**src/hdl/dht_pkg.sv**
```systemverilog
// Shared types and codes of the double hash table.
package dht_pkg;

    localparam int KEY_W = 31;
    localparam int STATUS_W = 3;
    localparam int IDX_OUT_W = 6;
    localparam int SIZE_W = 7;

    typedef enum logic [1:0] {
        OP_INSERT = 2'd0,
        OP_SEARCH = 2'd1,
        OP_REMOVE = 2'd2,
        OP_NONE   = 2'd3
    } op_t;

    typedef enum logic [1:0] {
        TAG_EMPTY   = 2'd0,
        TAG_USED    = 2'd1,
        TAG_DELETED = 2'd2
    } tag_t;

    typedef enum logic [2:0] {
        ST_INSERTED    = 3'd0,
        ST_FULL        = 3'd1,
        ST_FOUND       = 3'd2,
        ST_NOT_FOUND   = 3'd3,
        ST_REMOVED     = 3'd4,
        ST_REMOVE_MISS = 3'd5
    } status_t;

    typedef enum logic [2:0] {
        S_IDLE,
        S_MOD,
        S_READ,
        S_PROBE,
        S_OUT
    } state_t;

endpackage

```
**src/hdl/dht_mod.sv**
```systemverilog
// Restoring bit-serial modulo unit: one quotient bit per cycle.
module dht_mod
    import dht_pkg::*;
#(
    parameter int DW = 11
)
(
    input  logic                clk,
    input  logic                rst_n,
    input  logic                start,
    input  logic [KEY_W-1:0]    dividend,
    input  logic [DW-1:0]       divisor,
    output logic                done,
    output logic [DW-1:0]       remainder
);

    localparam int CW = $clog2(KEY_W + 1);

    logic [DW:0]       rem_reg, rem_next;
    logic [KEY_W-1:0]  shf_reg, shf_next;
    logic [CW-1:0]     cnt_reg, cnt_next;
    logic              busy_reg, busy_next;
    logic [DW:0]       trial;
    logic [DW:0]       rem_step;

    always_comb
    begin
        rem_next  = rem_reg;
        shf_next  = shf_reg;
        cnt_next  = cnt_reg;
        busy_next = busy_reg;
        trial     = {rem_reg[DW-1:0], shf_reg[KEY_W-1]};
        rem_step  = (trial >= {1'b0, divisor}) ? trial - {1'b0, divisor} : trial;
        if (start)
        begin
            rem_next  = '0;
            shf_next  = dividend;
            cnt_next  = CW'(KEY_W);
            busy_next = 1'b1;
        end
        else if (busy_reg)
        begin
            shf_next = {shf_reg[KEY_W-2:0], 1'b0};
            rem_next = rem_step;
            cnt_next = cnt_reg - 1'b1;
            if (cnt_reg == CW'(1))
                busy_next = 1'b0;
        end
    end

    always_ff @(posedge clk or negedge rst_n)
    begin
        if (!rst_n)
        begin
            busy_reg <= 1'b0;
            cnt_reg  <= '0;
        end
        else
        begin
            busy_reg <= busy_next;
            cnt_reg  <= cnt_next;
        end
    end

    always_ff @(posedge clk)
    begin
        rem_reg <= rem_next;
        shf_reg <= shf_next;
    end

    // Final remainder of the last step; valid in the done cycle even when a
    // new run starts at the same edge.
    assign done      = busy_reg && (cnt_reg == CW'(1));
    assign remainder = rem_step[DW-1:0];

endmodule

```
**src/hdl/double_hash_table_unit.sv**
```systemverilog
// Top level of the double hash table: sequencer, slot memories and ports.
//
// Usage: an item (opcode, key) is a transfer on in_valid/in_ready. The
// block computes key mod size and 1 + key mod (size-1) on one shared
// bit-serial modulo unit, one run after the other, then walks the probe
// sequence slot by slot (memory read, then compare and step), probing at
// most size slots. An unused opcode skips all of this and answers in the
// cycle after the transfer. One item is worked at a time and in_ready is
// low meanwhile. The result (status, slot_index) is held on out_valid until
// the receiver takes it; a stalled receiver simply holds the block in its
// output state.
// table_size is written over cfg_valid/cfg_ready while idle; values below 2
// act as 2 and above MAX_SLOTS as MAX_SLOTS.
// Reset: tags clear at once through per-slot valid bits (empty), size
// returns to 7, no clearing pass is needed. Key storage is not reset.
module double_hash_table_unit
    import dht_pkg::*;
#(
    parameter int MAX_SLOTS = 64
)
(
    input  logic                 clk,
    input  logic                 rst_n,
    input  logic                 in_valid,
    output logic                 in_ready,
    input  logic [1:0]           opcode,
    input  logic [KEY_W-1:0]     key,
    output logic                 out_valid,
    input  logic                 out_ready,
    output logic [STATUS_W-1:0]  status,
    output logic [IDX_OUT_W-1:0] slot_index,
    input  logic                 cfg_valid,
    output logic                 cfg_ready,
    input  logic [SIZE_W-1:0]    table_size
);

    localparam int IW = $clog2(MAX_SLOTS);
    localparam int NW = $clog2(MAX_SLOTS + 1);
    localparam int DW = (NW > SIZE_W) ? NW : SIZE_W;

    state_t state_reg, state_next;
    logic [SIZE_W-1:0] size_reg;
    logic [DW-1:0]     n_act;
    logic [1:0]        op_reg;
    logic [KEY_W-1:0]  key_reg;
    logic [IW-1:0]     pos_reg, pos_next;
    logic [IW-1:0]     step_reg;
    logic [NW-1:0]     cnt_reg, cnt_next;
    logic              phase_reg;
    logic [STATUS_W-1:0]  st_reg, st_next;
    logic [IDX_OUT_W-1:0] idx_reg, idx_next;
    logic              finish;

    logic [MAX_SLOTS-1:0] tvalid_reg;
    logic [1:0]           tag_mem [MAX_SLOTS];
    logic [KEY_W-1:0]     key_mem [MAX_SLOTS];
    logic [1:0]           tag_rd;
    logic [KEY_W-1:0]     key_rd;
    logic                 tv_rd;
    logic                 wr_en;
    logic [1:0]           wr_tag;
    logic                 wr_key;

    logic              mod_start, mod_done;
    logic [DW-1:0]     mod_div, mod_rem;
    logic [KEY_W-1:0]  mod_key;

    // Clamp the configured size to the legal range.
    always_comb
    begin
        if (size_reg < SIZE_W'(2))
            n_act = DW'(2);
        else if (DW'(size_reg) > DW'(MAX_SLOTS))
            n_act = DW'(MAX_SLOTS);
        else
            n_act = DW'(size_reg);
    end

    // The first run starts at the input transfer, before key_reg is loaded.
    assign mod_key = (state_reg == S_IDLE) ? key : key_reg;

    dht_mod #(.DW(DW)) u_mod (
        .clk       (clk),
        .rst_n     (rst_n),
        .start     (mod_start),
        .dividend  (mod_key),
        .divisor   (mod_div),
        .done      (mod_done),
        .remainder (mod_rem)
    );

    // phase_reg low: home slot run; high: step run.
    assign mod_div   = phase_reg ? (n_act - DW'(1)) : n_act;
    assign in_ready  = (state_reg == S_IDLE);
    assign cfg_ready = (state_reg == S_IDLE);
    assign out_valid = (state_reg == S_OUT);
    assign status    = st_reg;
    assign slot_index = idx_reg;

    wire tag_eff_used  = tv_rd && (tag_rd == TAG_USED);
    wire tag_eff_empty = !tv_rd || (tag_rd == TAG_EMPTY);
    wire [IW:0] pos_sum = {1'b0, pos_reg} + {1'b0, step_reg};
    wire [IW:0] pos_wrap = (pos_sum >= (IW+1)'(n_act)) ? pos_sum - (IW+1)'(n_act) : pos_sum;

    // Next state.
    always_comb
    begin
        state_next = state_reg;
        unique case (state_reg)
            S_IDLE:  if (in_valid)
                     begin
                         if (op_t'(opcode) == OP_NONE)
                             state_next = S_OUT;
                         else
                             state_next = S_MOD;
                     end
            S_MOD:   if (mod_done && phase_reg) state_next = S_READ;
            S_READ:  state_next = S_PROBE;
            S_PROBE: state_next = finish ? S_OUT : S_READ;
            S_OUT:   if (out_ready) state_next = S_IDLE;
            default: state_next = S_IDLE;
        endcase
    end

    // Datapath and memory write control.
    always_comb
    begin
        pos_next = pos_wrap[IW-1:0];
        cnt_next = cnt_reg + 1'b1;
        st_next  = st_reg;
        idx_next = idx_reg;
        finish   = 1'b0;
        wr_en    = 1'b0;
        wr_tag   = TAG_USED;
        wr_key   = 1'b0;
        mod_start = 1'b0;
        if (state_reg == S_IDLE && in_valid)
        begin
            st_next  = ST_NOT_FOUND;
            idx_next = '0;
            mod_start = (op_t'(opcode) != OP_NONE);
        end
        if (state_reg == S_MOD && mod_done && !phase_reg)
            mod_start = 1'b1;
        if (state_reg == S_PROBE)
        begin
            if (op_t'(op_reg) == OP_INSERT)
            begin
                if (!tag_eff_used)
                begin
                    finish = 1'b1;
                    wr_en  = 1'b1;
                    wr_key = 1'b1;
                    st_next  = ST_INSERTED;
                    idx_next = IDX_OUT_W'(pos_reg);
                end
                else if (cnt_next == NW'(n_act))
                begin
                    finish  = 1'b1;
                    st_next = ST_FULL;
                end
            end
            else
            begin
                if (tag_eff_used && key_rd == key_reg)
                begin
                    finish = 1'b1;
                    idx_next = IDX_OUT_W'(pos_reg);
                    if (op_t'(op_reg) == OP_REMOVE)
                    begin
                        wr_en   = 1'b1;
                        wr_tag  = TAG_DELETED;
                        st_next = ST_REMOVED;
                    end
                    else
                        st_next = ST_FOUND;
                end
                else if (tag_eff_empty || cnt_next == NW'(n_act))
                begin
                    finish  = 1'b1;
                    st_next = (op_t'(op_reg) == OP_REMOVE) ? ST_REMOVE_MISS : ST_NOT_FOUND;
                end
            end
        end
    end

    always_ff @(posedge clk or negedge rst_n)
    begin
        if (!rst_n)
        begin
            state_reg  <= S_IDLE;
            size_reg   <= SIZE_W'(7);
            phase_reg  <= 1'b0;
            tvalid_reg <= '0;
        end
        else
        begin
            state_reg <= state_next;
            if (cfg_valid && cfg_ready)
                size_reg <= table_size;
            if (state_reg == S_IDLE)
                phase_reg <= 1'b0;
            else if (state_reg == S_MOD && mod_done)
                phase_reg <= 1'b1;
            if (wr_en)
                tvalid_reg[pos_reg] <= 1'b1;
        end
    end

    always_ff @(posedge clk)
    begin
        st_reg  <= st_next;
        idx_reg <= idx_next;
        if (state_reg == S_IDLE && in_valid)
        begin
            op_reg  <= opcode;
            key_reg <= key;
        end
        if (state_reg == S_MOD && mod_done)
        begin
            if (!phase_reg)
                pos_reg <= mod_rem[IW-1:0];
            else
                step_reg <= IW'(mod_rem + DW'(1));
            cnt_reg <= '0;
        end
        if (state_reg == S_PROBE)
        begin
            pos_reg <= pos_next;
            cnt_reg <= cnt_next;
        end
        if (state_reg == S_READ)
        begin
            tag_rd <= tag_mem[pos_reg];
            key_rd <= key_mem[pos_reg];
            tv_rd  <= tvalid_reg[pos_reg];
        end
        if (wr_en)
        begin
            tag_mem[pos_reg] <= wr_tag;
            if (wr_key)
                key_mem[pos_reg] <= key_reg;
        end
    end

    property p_out_hold;
        @(posedge clk) disable iff (!rst_n)
        out_valid && !out_ready |=> out_valid && $stable(status) && $stable(slot_index);
    endproperty
    a_out_hold: assert property (p_out_hold) else $error("result changed while stalled");

    a_pos_range: assert property (@(posedge clk) disable iff (!rst_n)
        state_reg == S_PROBE |-> DW'(pos_reg) < n_act)
        else $error("probe position out of range");

    a_busy: assert property (@(posedge clk) disable iff (!rst_n)
        state_reg != S_IDLE |-> !in_ready && !cfg_ready)
        else $error("accepting while busy");

    a_cnt: assert property (@(posedge clk) disable iff (!rst_n)
        state_reg == S_PROBE |-> NW'(cnt_reg) < NW'(n_act))
        else $error("probe count overrun");

endmodule
```
**config.mk**
```make
export PLATFORM = sky130hd
export DESIGN_NAME = double_hash_table_unit
export DESIGN_NICKNAME = d
export VERILOG_FILES = /design/src/hdl/dht_pkg.sv /design/src/hdl/dht_mod.sv /design/src/hdl/double_hash_table_unit.sv
export SDC_FILE = /design/constraint.sdc
export NUM_CORES = 2
export LEC_CHECK = 0
export BUFFER_PORTS_ARGS = -buffer_cell sky130_fd_sc_hd__buf_2
export CAP_MARGIN = 5
export CELL_PAD_IN_SITES_DETAIL_PLACEMENT = 1
export CELL_PAD_IN_SITES_GLOBAL_PLACEMENT = 1
export CORE_MARGIN = 3
export CORE_UTILIZATION = 55
export DETAILED_ROUTE_END_ITERATION = 16
export PLACE_DENSITY_LB_ADDON = 0.1
export SKIP_LAST_GASP = 1
export SYNTH_ARGS = -nofsm -noshare
export SYNTH_HDL_FRONTEND = slang
export SYNTH_HIERARCHICAL = 1
export SYNTH_SLANG_ARGS = --single-unit
```
**constraint.sdc**
```tcl
create_clock -name clk -period 6.3 [get_ports clk]
set_input_delay 0.63 -clock clk [delete_from_list [all_inputs] [get_ports clk]]
set_output_delay 0.63 -clock clk [all_outputs]
set_load 0.02 [all_outputs]
```
==> results.txt <==
Worst setup SP type -> flip-flop
Setup TNS -> 0 ns
FF-to-FF End -> key_rd[16]
Die width -> 412 um
Critical-path top delay cell -> nor4_1
Post-DRT Antenna Nets -> 0
Starting Density -> 55.5%
Vias -> 55767
Max incr delay on CP -> 1.18 ns
Area of the mapped netlist -> 0.0906 mm2
Vias/cell -> 7.17
Mapped Nets -> 5235
CP Cell Sequence -> buf_4 -> buf_4 -> and3_4 -> buf_4 -> buf_4 -> a22o_1 -> a221oi_1 -> a31oi_1 -> nor4_1 -> o211ai_1
Mapped Avg Cell Area -> 17.5 um2
Pleak -> 33.2 nW
Max reg flops -> 1984
DP HPWL -> 192 mm
Drt wl/cell -> 41.8 um
Longest Clk Path Bufs -> 3
Remaining global-route overflow -> 0
Fin crit period -> 4.75 ns
Failing checks -> capacitance limit, slew limit
Peak supply drop -> 0.276 mV
Cell row count -> 148
Clk root buf -> clkbuf_16
Clk_skew -> 0.0833 ns
Final setup vio count -> 0
PostCTS Resize Cnt -> 0
PortBufs -> 56
Hold/Removal Path Class -> input pin to flip-flop
FF-to-FF Start -> pos_reg[2]
Die Height -> 412 um
CP Capture Type -> flip-flop
Final wirelength -> 325 mm
CTS sink cnt -> 2326
DRC -> 0
Postcts setup bufs -> 0
Fin. max-slew vios -> 3
Layout area overhead -> 13.2%
Layout cell share with drive strength beyond 1 -> 19.4%
Full die area -> 0.170 mm2
Worst-skew pair later-pin latency -> 0.91 ns
Initial antenna violation count -> 28
Slew at the pin with the worst max-slew slack -> 1.61 ns
Fmax -> 211 MHz
RSZ-0062 raised after global routing -> false
CTS tree -> yes
Final Wtd Congestion -> 0.935
CP top delay family -> simple AND/OR/NAND/NOR gates
Largest net degree at the start of global routing -> 90
Power Density -> 337 mW/mm2
Hold Crit Endpoint -> size_reg[6]
Gate Count Post-Synth -> 5162
I/O pin total -> 57
FF-to-FF path depth -> 10
Fin crit share -> 75.3%
Req. time, crit path -> 6.85 ns
H-tree depth reported by CTS -> 4
Final Hold Vio Count -> 0
Worst Path Buf+Inv -> 4
Most used cell, CP -> buf_4
DR pass1 iterations -> 8
Min-delay src -> table_size[6]
Core area -> 0.163 mm2
WHS -> 0.0373 ns
Worst setup path class -> flip-flop to flip-flop
Clock slew at reported path FFs -> 0.06 ns
Worst EP arrival -> 5.30 ns
Inserted Clock Buffers -> 228
R2R Setup Slk -> 1.55 ns
Nets -> 5477
Slew HR -> -8.57%
Vias in the first global route -> 56081
Max Cap Viol -> 1
Synth warn -> 6
Starting DRT DRC Count -> 9381
Min-Delay Path Depth -> 3
CP Max Fanout -> 29
First-pass GRT wire length -> 451 mm
Tot GR Track Use -> 38.5%
Outcome -> finished with violations
==> cell usage in the layout, fill, tap and decap left out, types with 22 or more instances in the layout <==
master,count
o21ai_0,132
xor2_1,28
mux4_2,119
mux2i_1,159
nand2_1,186
dfrtp_1,78
a22oi_1,276
mux2_2,194
nor2_4,72
a22o_1,62
clkbuf_16,231
a221o_1,23
clkinv_2,48
a31oi_1,57
a21oi_1,162
bufinv_16,23
nand4_1,23
buf_2,55
ha_1,25
o221ai_1,22
xnor2_1,33
clkbuf_1,53
buf_4,238
o22ai_1,59
a221oi_1,240
edfxtp_1,2229
o21bai_1,68
clkinv_1,39
dlygate4sd3_1,38
nand3_1,35
nor2_1,223
inv_1,29
nor3_1,25
==> worst max-delay path by stage <==
stage                          endpoint        start  slack (ns)  cells after the start
after floorplan           tag_mem[0][0]  key_reg[29]        1.66                      5
final                        key_rd[16]   pos_reg[2]        1.55                     10
after detailed placement     key_rd[16]   pos_reg[2]        1.74                     10
after CTS                    key_rd[16]   pos_reg[2]        1.75                     10
after global routing         key_rd[16]   pos_reg[2]        1.54                     10
after global placement       key_rd[16]   pos_reg[2]        1.77                     10
==> routing by layer <==
metal | global-route usage, % | vias to the layer above | wire (um)
met4 | 23.5 | 24 | 24000
li1 | - | 21559 | -
met5 | 0 | - | 164
met3 | 10.9 | 951 | 40600
met2 | 57.8 | 4230 | 147000
met1 | 50.1 | 29003 | 114000
==> power breakdown <==
group / total, mW / switching [mW] / internal (mW) / leakage, nW
sequential: 17.8 / 0.192 / 17.6 / 21.4
clock: 13.8 / 5.99 / 7.76 / 3.63
combinational: 3.03 / 2.10 / 0.930 / 8.18
==> final cells by class <==
cell class	count	area (um2)
tap	2175	2720
clock buffer	292	6090
timing repair buffer	352	2840
antenna	10	25.0
multi-input combinational	2462	20100
inverter	34	136
fill	13945	60600
sequential	2326	69300
clock inverter	128	1340
==> worst register-to-register path, delay by kind of cell (launching register included) <==
kind            cells  cell delay [ns]
simple gates        2             1.52
flops               1             0.35
buf+inv             4             1.39
compound gates      4             1.17
==> per-stage QoR <==
stage               instance area [um2]  power, mW  util, %  setup WS, ns  std cells
finish                           103000       34.6     62.8          1.55       7779
global route                     102000       35.4     62.8          1.54       7769
CTS                              102000       34.5     62.8          1.75       7768
detailed placement                94700       21.0     58.0          1.74       7310
global placement                  94600       21.0     58.0          1.77       7307
floorplan                         90600       19.9        -          1.66       5162
==> repair_timing <==
item	CTS	global route
setup endpoints to repair	0	0
hold endpoints to repair	54	0
hold buffers	38	0
No activity file was read; power rests on OpenSTA's default activity.
